==> src/space_time_ma_residual_nll_defines.svh <==
// Assertion macros shared by the residual filter RTL.
// Uses the including module's clk and rst_n; no other dependencies.
`ifndef SPACE_TIME_MA_RESIDUAL_NLL_DEFINES_SVH
`define SPACE_TIME_MA_RESIDUAL_NLL_DEFINES_SVH

// Same-cycle implication, disabled during reset
`define STMAR_ASSERT_NOW(label, ante, cons) \
    label: assert property (@(posedge clk) disable iff (!rst_n) (ante) |-> (cons)) \
        else $error("stmar assertion failed");

// Next-cycle implication, disabled during reset
`define STMAR_ASSERT_NEXT(label, ante, cons) \
    label: assert property (@(posedge clk) disable iff (!rst_n) (ante) |=> (cons)) \
        else $error("stmar assertion failed");

`endif

==> src/stmar_ram.sv <==
// Generic simple dual-port RAM: one write port, one registered read port.
// No dependencies.
module stmar_ram #(
    parameter int WIDTH = 32,
    parameter int DEPTH = 16
) (
    input  logic                     clk,
    input  logic                     we,
    input  logic [$clog2(DEPTH)-1:0] waddr,
    input  logic [WIDTH-1:0]         wdata,
    input  logic [$clog2(DEPTH)-1:0] raddr,
    output logic [WIDTH-1:0]         rdata
);

    logic [WIDTH-1:0] mem [DEPTH];

    always_ff @(posedge clk)
    begin
        if (we)
        begin
            mem[waddr] <= wdata;
        end
        rdata <= mem[raddr];
    end

endmodule

==> config.mk <==
export PLATFORM = sky130hd
export DESIGN_NAME = stmar_ram
export DESIGN_NICKNAME = d
export VERILOG_FILES = /design/src/space_time_ma_residual_nll_defines.svh /design/src/stmar_ram.sv
export SDC_FILE = /design/constraint.sdc
export NUM_CORES = 1
export LEC_CHECK = 0
export ABC_CLOCK_PERIOD_IN_PS = 3610
export BUFFER_PORTS_ARGS = -buffer_cell sky130_fd_sc_hd__buf_2
export CELL_PAD_IN_SITES_DETAIL_PLACEMENT = 1
export CELL_PAD_IN_SITES_GLOBAL_PLACEMENT = 2
export CORE_ASPECT_RATIO = 0.5
export CORE_UTILIZATION = 49
export DETAILED_ROUTE_END_ITERATION = 7
export GPL_ROUTABILITY_DRIVEN = 0
export PLACE_DENSITY_LB_ADDON = 0.1
export SLEW_MARGIN = 20
export SYNTH_ARGS = -nofsm -noshare
export SYNTH_HDL_FRONTEND = slang
export SYNTH_SLANG_ARGS = --single-unit
export TNS_END_PERCENT = 30
==> constraint.sdc <==
create_clock -name clk -period 3.61 [get_ports clk]
set_input_delay 0 -clock clk [delete_from_list [all_inputs] [get_ports clk]]
set_output_delay 0 -clock clk [all_outputs]
set_load 0.005 [all_outputs]
---- After elaboration in Yosys (flattened, before gate mapping) ----
Memories as Yosys holds them, arrays and structs flattened. A register that Yosys moved wholly into a read port is not among the register bits.
Cells that the tools add are included.
operators by class
  mux-type cells .......................... 2
operators with widths
  kind              count
  1-bit 2-to-1 mux  2
word-level totals
  memories kept ........................... 1
  output and inout port bits .............. 32
  input bits .............................. 42
  word-level logic and storage cells ...... 3
  memory bits (writable) .................. 512
  register bits ........................... 0
memory list
  name  depth  bits a word  rd ports  clocked after memory_dff  wr ports  line             text
  mem   16     32           1         1                         1         stmar_ram.sv:15  logic [WIDTH-1:0] mem [DEPTH];

---- Logic depth before layout (Yosys ltp) ----
Gate-level depths: netlist of the first run.
  depth after elaboration ................. 2
  gate-level depth with buffers ........... 5

---- Worst setup path before layout of the first run ----
OpenSTA, ideal clock, no wires.
  path kind ............................... in2reg
  from .................................... input port waddr[2]
  to ...................................... memory mem[0][0] (enable)
  buffers on the path ..................... 0
  slack ................................... 430 ps
  required time ........................... 3149 ps
  arrival time ............................ 2718 ps
  cell stages on the path ................. 2
  library setup time ...................... 461 ps
  cells stage by stage .................... or3b_2 -> nor3_1
RTL lines
  element             line             text
  start: declaration  stmar_ram.sv:9   input logic [$clog2(DEPTH)-1:0] waddr,
  end: declaration    stmar_ram.sv:15
No word-level cell before the write port.

---- Final worst setup path of the first run ----
  from .................................... input port waddr[2]
  to ...................................... memory mem[11][5] (enable)
No word-level cell before the write port.

==> impl_metrics.ini, run 1 <==
[run_status]
status = finished clean

[clocking]
cts_buffers = 47
clk_pin_slew_ns = 0.07
cts_setup_buffers = 0
htreeDepth = 2
cts_tree = yes
root_buffer = clkbuf_16
clock_path_buffers = 3
cts_sinks = 544
clock_latency_ns = 0.57

[final_layout]
fin_nets = 1023
antenna_cells = 0
drive_above_1_share_pct = 31.0
syn_to_final_growth_pct = 15.1
instances_no_fill = 1546
post-route-util_pct = 58.0

[worst_setup_path]
start_kind = input port
crit_fanout = 17
cpPeakStageDelay_ns = 0.74
crit_chain = buf_2 > nand3b_1 > nor2_4 > buf_4
path_class = input port to flop
required_ns = 3.82
cp_slowest_cell = nor2_4
critPathArrivalTime_ns = 1.72
end_kind = flop

[synth]
synth_xor_area_share_pct = 0
syn_area_sq_um = 19900
synth_cells = 838
syn_area_per_cell_sq_um = 23.7
synth_top_area_share_pct = 77.4
synth_area_leaders = edfxtp_1 (77%), mux4_2 (15%), dfxtp_1 (3.2%)
ys_types = 18
yosys.area_share.simple_pct = 1.27
ys_ff_latch = 544
synthTopCellsByCount = edfxtp_1 (512), mux4_2 (128), a22oi_1 (64)
synth_mux_area_share_pct = 14.5
yosys_warnings = 0
syn_nets = 880
yosys.area.top_type = edfxtp_1
synth_top_family_by_area = multiplexers
synth_compound_area_share_pct = 2.42
synth-edff-count = 512
synth.most_common_cell = edfxtp_1
async_flop_share_pct = 0
yosys.area_share.adder_pct = 0
synthFlopType = edfxtp_1
ys_seq_area_share_pct = 80.7

[die]
die_w_um = 287
fp.dieH_um = 144
fp.dieArea_sq_um = 41400
io_pins = 74
rows = 51
coreArea_sq_um = 39400
start_util_pct = 50.3

[sta]
finClkSkew_ns = 0.0184
rsz0062_at_grt = false
maxSlewViolCount = 0
hold_viol = 0
fin_crit_ns = 1.51
slew_headroom_pct = 28.0
finalSetupViolations = 0
tightest_slew_ns = 1.08
setup_tns_ns = 0
hold_slack_ns = 0.0760
finalCritPeriodShare_pct = 41.8
clock.fmax_ghz = 0.663

[drt]
drt_iter0_drc = 807
wl_mm = 44.9
drc = 0
ant_nets = 0
vias_per_cell = 5.94
drt_pass1_iterations = 5
avgRoutedWirePerCell_um = 29.0
via_count = 9185

[power]
power_mw = 12.6
p_sw_share_pct = 20.8
p_comb_share_pct = 5.2
seqPwrFrac_pct = 56.4
power_frac_clock_pct = 38.4
cellPowerDensity_nw_per_um2 = 550
switching_power_mw = 2.62
internal_power_mw = 9.96
peakVddDrop_mv = 0.341
leakagePower_nw = 7.35

[placed_design]
placed_cells = 1430
hpwlAfterDp_mm = 23.2
portBuffers = 73

[global_routing]
grt_max_degree = 56
first_global_vias = 9854
gr-total-overflow = 0
grtUsageTotal_pct = 22.4
antenna_found_initial = 0
grt_pass1_wl_mm = 65.2

[min_path]
min_path_type = input port to flop

[run]
maxCapViolations = 0
## metrics by stage
stage | area (sq um) | worst slack [ns]
floorplan | 19900 | 0.430
global placement | 21100 | 1.49
detailed placement | 21100 | 1.49
global route | 22900 | 2.03
finish | 22900 | 2.10
CTS | 22900 | 2.08
## cells by family after synthesis
family | after synthesis
mux | 128
simple gates | 59
compound gates | 64
buf+inv | 43
flops | 544
## per-layer routing
metal  global-route usage (%)  routed length, um
met1                     30.9              19700
met2                     38.0              22200
met3                     3.50               2250
met4                     5.35                798
met5                        0                  0
## repair_timing
item	CTS	global route
gates resized for setup	0	0
endpoints found under the setup margin	0	0
hold buffers	32	0
endpoints found under the hold margin	512	0
## cell usage in the layout (no fill, tap or decap), types with 2 or more instances in the layout
cell / instances
clkbuf_16: 49
dlygate4sd3_1: 32
nand3b_1: 2
nor2_4: 13
clkbuf_1: 17
edfxtp_1: 512
mux4_2: 128
buf_2: 71
dfxtp_1: 32
nand2b_1: 2
nand2_1: 33
clkinv_1: 6
clkinv_4: 2
nor2b_4: 2
clkinv_2: 6
buf_4: 28
buf_12: 5
a22oi_1: 64
clkbuf_8: 4
nor3_2: 4
## worst max-delay path: cells and delay by family
kind / cells / cell delay [ns]
buf+inv: 2 / 0.59
simple gates: 2 / 1.11
## power groups by stage
stage | clock network, mW | registers [mW] | logic [mW]
6_report | 4.84 | 7.10 | 0.648
4_1_cts | 4.93 | 7.10 | 0.660
3_5_place_dp | 0 | 7.24 | 0.631
2_1_floorplan | 0 | 7.23 | 0.339
3_3_place_gp | 0 | 7.23 | 0.615
5_1_grt | 5.15 | 7.11 | 0.699
## sequential cells by signal, indices dropped and copies added (netlist names)
| register | count |
|---|---|
| mem | 512 |
| rdata | 32 |
## worst paths after layout
| check | start | to | slack, ns | depth (start not counted) |
|---|---|---|---|---|
| min | waddr[1] | mem[0][25] | 0.08 | 3 |
| max | waddr[2] | mem[11][5] | 2.10 | 4 |
| max reg2reg | mem[3][31] | rdata[31] | 2.25 | 3 |
| min reg2reg | mem[12][2] | rdata[2] | 0.67 | 3 |
## area by class of cell
cell class	instances	area, sq um
clock inverters	15	100
flip-flops and latches	544	16000
well taps	530	663
clock buffers	69	1330
repair buffers	137	1000
multi-input cells	251	3750
fillers	3317	16600
Power figures use the tool's default switching activity.
==> run 2: changes to the inputs <==
--- a/config.mk
+++ b/config.mk
@@ -5,7 +5,7 @@
 export SDC_FILE = /design/constraint.sdc
 export NUM_CORES = 1
 export LEC_CHECK = 0
-export ABC_CLOCK_PERIOD_IN_PS = 3610
+export ABC_CLOCK_PERIOD_IN_PS = 1400
 export BUFFER_PORTS_ARGS = -buffer_cell sky130_fd_sc_hd__buf_2
 export CELL_PAD_IN_SITES_DETAIL_PLACEMENT = 1
 export CELL_PAD_IN_SITES_GLOBAL_PLACEMENT = 2
==> constraint.sdc (replaced) <==
create_clock -name clk -period 1.4 [get_ports clk]
set_input_delay 0 -clock clk [delete_from_list [all_inputs] [get_ports clk]]
set_output_delay 0 -clock clk [all_outputs]
set_load 0.005 [all_outputs]
==> run 2 against run 1 <==
  * Clock skew about the same
  * Largest cell class unchanged
  * Global-route usage shrank 0.19 points
  * Sequential power rose to 2.6 times the previous value
  * Non-clock buffer count grew 50
  * Critical endpoint is now rdata[14]
  * Register-to-register slack got worse by 2.2 ns
  * Wire length down 1.7%
  * Critical path type is now flop to flop
==> impl_metrics.ini, run 2 (same netlist as run 1, synthesis figures left out) <==
[final_layout]
post-route-util_pct = 60.2
final_common_cell = edfxtp_1
largest_reg_flops = 512
drive_above_1_share_pct = 34.7
largest_register = mem
fin_nets = 1073
final_cell_mix = edfxtp_1 (512), mux4_2 (128), buf_2 (71), a22oi_1 (62), clkbuf_16 (49)
syn_to_final_growth_pct = 19.6
largestRegisters = mem (512), rdata (32)
final_area_sq_um = 23700
antenna_cells = 0

[power]
peakVddDrop_mv = 1.25
power_frac_clock_pct = 37.9
power_mw = 32.5
p_sw_share_pct = 20.7
seqPwrFrac_pct = 56.4
switching_power_mw = 6.72
internal_power_mw = 25.7
cellPowerDensity_nw_per_um2 = 1370
leakagePower_nw = 7.74
p_comb_share_pct = 5.7

[worst_setup_path]
r2r_setup_slack_ns = 0.07
end_kind = flop
path_class = flop to flop
worstReg2RegEnd = rdata[14]
critPathArrivalTime_ns = 1.77
r2r_start = mem[0][14]
reg2reg_depth = 3
cp.depth = 3
crit_fanout = 1
crit_chain = mux4_2 > a22oi_1 > nand2_1
required_ns = 1.84
worstSetupEndpoint = rdata[14]
crit_start = mem[0][14]
cp_slowest_cell = mux4_2
cp.buffers_inverters = 0
start_kind = flop
cpPeakStageDelay_ns = 0.48
cp_top_family = multiplexers

[drt]
drt_pass1_iterations = 4
ant_nets = 0
avgRoutedWirePerCell_um = 27.6
drc = 0
wl_mm = 44.1
vias_per_cell = 5.80
drt_iter0_drc = 868
via_count = 9266

[placed_design]
placed_area_sq_um = 22000
portBuffers = 73
hpwlAfterDp_mm = 25.0
place_ws_ns = -0.165

[sta]
fin_ws_ns = 0.0734
finalCritPeriodShare_pct = 94.8
setup_tns_ns = 0
slew_headroom_pct = 69.2
finalSetupViolations = 0
maxSlewViolCount = 0
finClkSkew_ns = 0.0188
hold_viol = 0
clock.fmax_ghz = 0.754
fin_crit_ns = 1.33
rsz0062_at_grt = false
tightest_slew_ns = 0.462

[die]
rows = 51
fp.dieH_um = 144
fp.dieArea_sq_um = 41400
coreArea_sq_um = 39400
die_w_um = 287
start_util_pct = 50.3
io_pins = 74

[clocking]
clk_pin_slew_ns = 0.07
cts_buffers = 47
htreeDepth = 2
cts_sinks = 544
clock_latency_ns = 0.57
root_buffer = clkbuf_16
clock_path_buffers = 3
cts_tree = yes

[global_routing]
grtUsageTotal_pct = 22.2
grt_max_degree = 44
antenna_found_initial = 0
grt_pass1_wl_mm = 64.9
first_global_vias = 9941
gr-total-overflow = 0

[run_status]
status = finished clean

[min_path]
min_path_type = input port to flop

[run]
maxCapViolations = 0
==> run 2: cell types whose count changed in the layout (fill, tap and decap cells not counted), moves of 3 or more <==
cell      before  now
buf_12         5   43
buf_4         28   40
clkinv_1       6    3
nor3_2         4    0
nor3_4         0    4
==> run 2: worst min-delay path: stages <==
cell and delay [ns]:
buf_2 0.10, or3b_4 0.17, buf_12 0.12, nor2_4 0.05
==> run 2: cell type report <==
type / count / area (sq um)
clock inverters: 13 / 67.6
well taps: 530 / 663
multi-input cells: 251 / 3800
repair buffers: 187 / 1850
fillers: 3223 / 15700
clock buffers: 72 / 1350
flip-flops and latches: 544 / 16000
==> run 2: how the worst min path moves through the flow <==
stage,startpoint,to,slack [ns],cells after the start
global placement,wdata[3],mem[14][3],0.37,1
detailed placement,rdata[8],rdata[8],0.38,1
floorplan,wdata[0],mem[0][0],0.1,0
finish,waddr[2],mem[1][24],0.03,4
global route,waddr[2],mem[1][24],0.03,4
CTS,waddr[2],mem[1][24],0.01,4
==> run 2: layer usage <==
layer	vias to the layer above	track usage, %	part of all wire [%]
li1	3959	-	-
met1	5005	32.9	46
met2	241	35.1	47
met3	61	3.60	5.1
met4	0	5.09	1.7
met5	-	0	0
==> run 2: power by group through the flow <==
stage	logic [mW]	registers (mW)	clock network [mW]
after floorplan	0.890	18.6	0
after global placement	1.77	18.6	0
after detailed placement	1.82	18.7	0
after CTS	1.89	18.3	12.5
after global routing	2.01	18.3	13.1
final	1.86	18.3	12.3
==> run 2: per-stage QoR <==
step	instances	hold slack [ns]
after floorplan	838	0.0989
after global placement	1480	0.366
after detailed placement	1480	0.380
after CTS	1597	0.0143
after global routing	1597	0.0327
final	1597	0.0345
==> run 2: timing repair <==
item                                   4_1_cts  5_1_grt
endpoints found under the hold margin      512        0
setup endpoints to repair                    0        2
buffers inserted                             0        0
resized for setup                            0        2
hold buffers                                32        0
==> run 3: changes to the inputs <==
--- a/config.mk
+++ b/config.mk
@@ -5,15 +5,17 @@
 export SDC_FILE = /design/constraint.sdc
 export NUM_CORES = 1
 export LEC_CHECK = 0
-export ABC_CLOCK_PERIOD_IN_PS = 1400
+export ABC_CLOCK_PERIOD_IN_PS = 1180
 export BUFFER_PORTS_ARGS = -buffer_cell sky130_fd_sc_hd__buf_2
 export CELL_PAD_IN_SITES_DETAIL_PLACEMENT = 1
 export CELL_PAD_IN_SITES_GLOBAL_PLACEMENT = 2
 export CORE_ASPECT_RATIO = 0.5
-export CORE_UTILIZATION = 49
+export CORE_UTILIZATION = 47
+export CTS_BUF_LIST = sky130_fd_sc_hd__clkbuf_8
 export DETAILED_ROUTE_END_ITERATION = 7
 export GPL_ROUTABILITY_DRIVEN = 0
 export PLACE_DENSITY_LB_ADDON = 0.1
+export REMOVE_ABC_BUFFERS = 1
 export SLEW_MARGIN = 20
 export SYNTH_ARGS = -nofsm -noshare
 export SYNTH_HDL_FRONTEND = slang
==> constraint.sdc (replaced) <==
create_clock -name clk -period 1.18 [get_ports clk]
set_input_delay 0 -clock clk [delete_from_list [all_inputs] [get_ports clk]]
set_output_delay 0 -clock clk [all_outputs]
set_load 0.005 [all_outputs]
==> run 3 against run 2 <==
  * The flow now finishes with violations (negative setup slack)
  * Hold slack worse by 0.022 ns
  * Design area is 1.9% higher
  * First-iteration DRC count down 15%
  * Flip-flop and latch count unchanged
  * Total power up 15%
  * Die area increased by 4.2%
  * Sequential share of layout area is 1.2 points lower
  * Final cell count up 6.8%
  * Clock skew up 0.0018 ns
==> impl_metrics.ini, run 3 (same netlist as run 1, synthesis figures left out) <==
[clocking]
clock_path_buffers = 3
cts_buffers = 75
root_buffer = clkbuf_8
cts_hold_buffers = 33
clk_pin_slew_ns = 0.07
cts_tree = yes
clock_latency_ns = 0.62
cts_sinks = 544
htreeDepth = 3

[placed_design]
placed_cells = 1537
portBuffers = 73
hpwlAfterDp_mm = 26.2
placed_area_sq_um = 22200

[final_layout]
largestRegisters = mem (512), rdata (32)
largest_reg_flops = 512
final_area_sq_um = 24200
syn_to_final_growth_pct = 21.9
antenna_cells = 0
final_common_cell = edfxtp_1
drive_above_1_share_pct = 41.4
instances_no_fill = 1705
fill_cells = 3405
fin_nets = 1122
largest_register = mem
final_cell_mix = edfxtp_1 (512), mux4_2 (128), clkbuf_8 (84), buf_2 (71), a22oi_2 (57)
post-route-util_pct = 58.9

[drt]
vias_per_cell = 5.55
ant_nets = 0
drc = 0
wl_mm = 44.2
drt_iter0_drc = 735
drt_pass1_iterations = 4
avgRoutedWirePerCell_um = 25.9
via_count = 9467

[min_path]
min_path_type = input port to flop

[global_routing]
antenna_found_initial = 0
gr-total-overflow = 0
grt.busiest_layer = met2
grt_use_met3_pct = 4.37
grt_pass1_wl_mm = 66.1
grt_util_met1_pct = 29.9
grt_max_degree = 46
first_global_vias = 10355
use_met2_pct = 34.9
grtUsageTotal_pct = 21.4

[worst_setup_path]
end_kind = flop
crit_start = mem[11][7]
crit_fanout = 1
required_ns = 1.67
critPathArrivalTime_ns = 1.73
worstReg2RegEnd = rdata[7]
r2r_setup_slack_ns = -0.07
reg2reg_depth = 3
worstSetupEndpoint = rdata[7]
r2r_start = mem[11][7]
start_kind = flop
path_class = flop to flop

[die]
die_w_um = 293
coreArea_sq_um = 41100
fp.dieH_um = 147
io_pins = 74
start_util_pct = 48.4
rows = 52
fp.dieArea_sq_um = 43100

[run_status]
status = finished with violations
violations = negative setup slack

[power]
peakVddDrop_mv = 0.791
cellPowerDensity_nw_per_um2 = 1540
leakagePower_nw = 8.00
power_mw = 37.3

[sta]
fin_crit_ns = 1.25
rsz0062_at_grt = true
finClkSkew_ns = 0.0206
tightest_slew_ns = 0.584
finalSetupViolations = 32
slew_headroom_pct = 61.0
fin_ws_ns = -0.0658
finalCritPeriodShare_pct = 106
clock.fmax_ghz = 0.803
hold_viol = 0
hold_slack_ns = 0.0120
maxSlewViolCount = 0

[run]
maxCapViolations = 0
run 3: timing repair:
action | CTS | global route
gates resized for setup | 34 | 25
pin swaps | 47 | 23
hold endpoints to repair | 522 | 2
buffers inserted | 0 | 0
endpoints found under the setup margin | 35 | 32
run 3: how the worst min path moves through the flow:
stage,cells past startpoint,slack [ns],to,from
after floorplan,0,0.1,mem[0][0],wdata[0]
after global placement,1,0.36,mem[10][4],wdata[4]
after detailed placement,1,0.38,rdata[30],rdata[30]
after CTS,4,-0.03,rdata[23],raddr[2]
after global routing,4,-0.003,rdata[30],raddr[2]
final,4,0.01,rdata[30],raddr[2]
run 3: worst max-delay path, stage by stage (launching register included):
cell      delay, ns
edfxtp_1       0.36
mux4_2         0.48
a22oi_2        0.19
nand2_1        0.08
run 3: report_power, final:
part	leakage, nW	total (mW)	switching, mW	internal (mW)
Sequential	4.90	21.7	0.146	21.6
Combinational	2.27	2.39	1.23	1.16
Clock	0.840	13.2	6.75	6.43
run 3: layout make-up:
class,count,area [sq um],share of cell area (%)
clock inverter,52,204,0.843
tap,567,709,2.93
clock buffer,83,1140,4.72
timing repair buffer,208,2090,8.63
multi-input combinational,251,4040,16.7
sequential,544,16000,66.2
run 3: stage by stage:
step	setup TNS [ns]	setup slack (ns)
finish	-0.830	-0.0658
global route	-2.44	-0.127
CTS	-1.41	-0.0717
detailed placement	-97.65	-0.350
global placement	-89.26	-0.403
floorplan	-572.03	-2.00
run 3: layer usage:
metal	up-vias	share of wire [%]	wire length (um)
li1	4064	-	-
met1	5163	45	20000
met2	179	49	21600
met3	61	4.2	1860
met4	0	1.5	681
met5	-	0	0
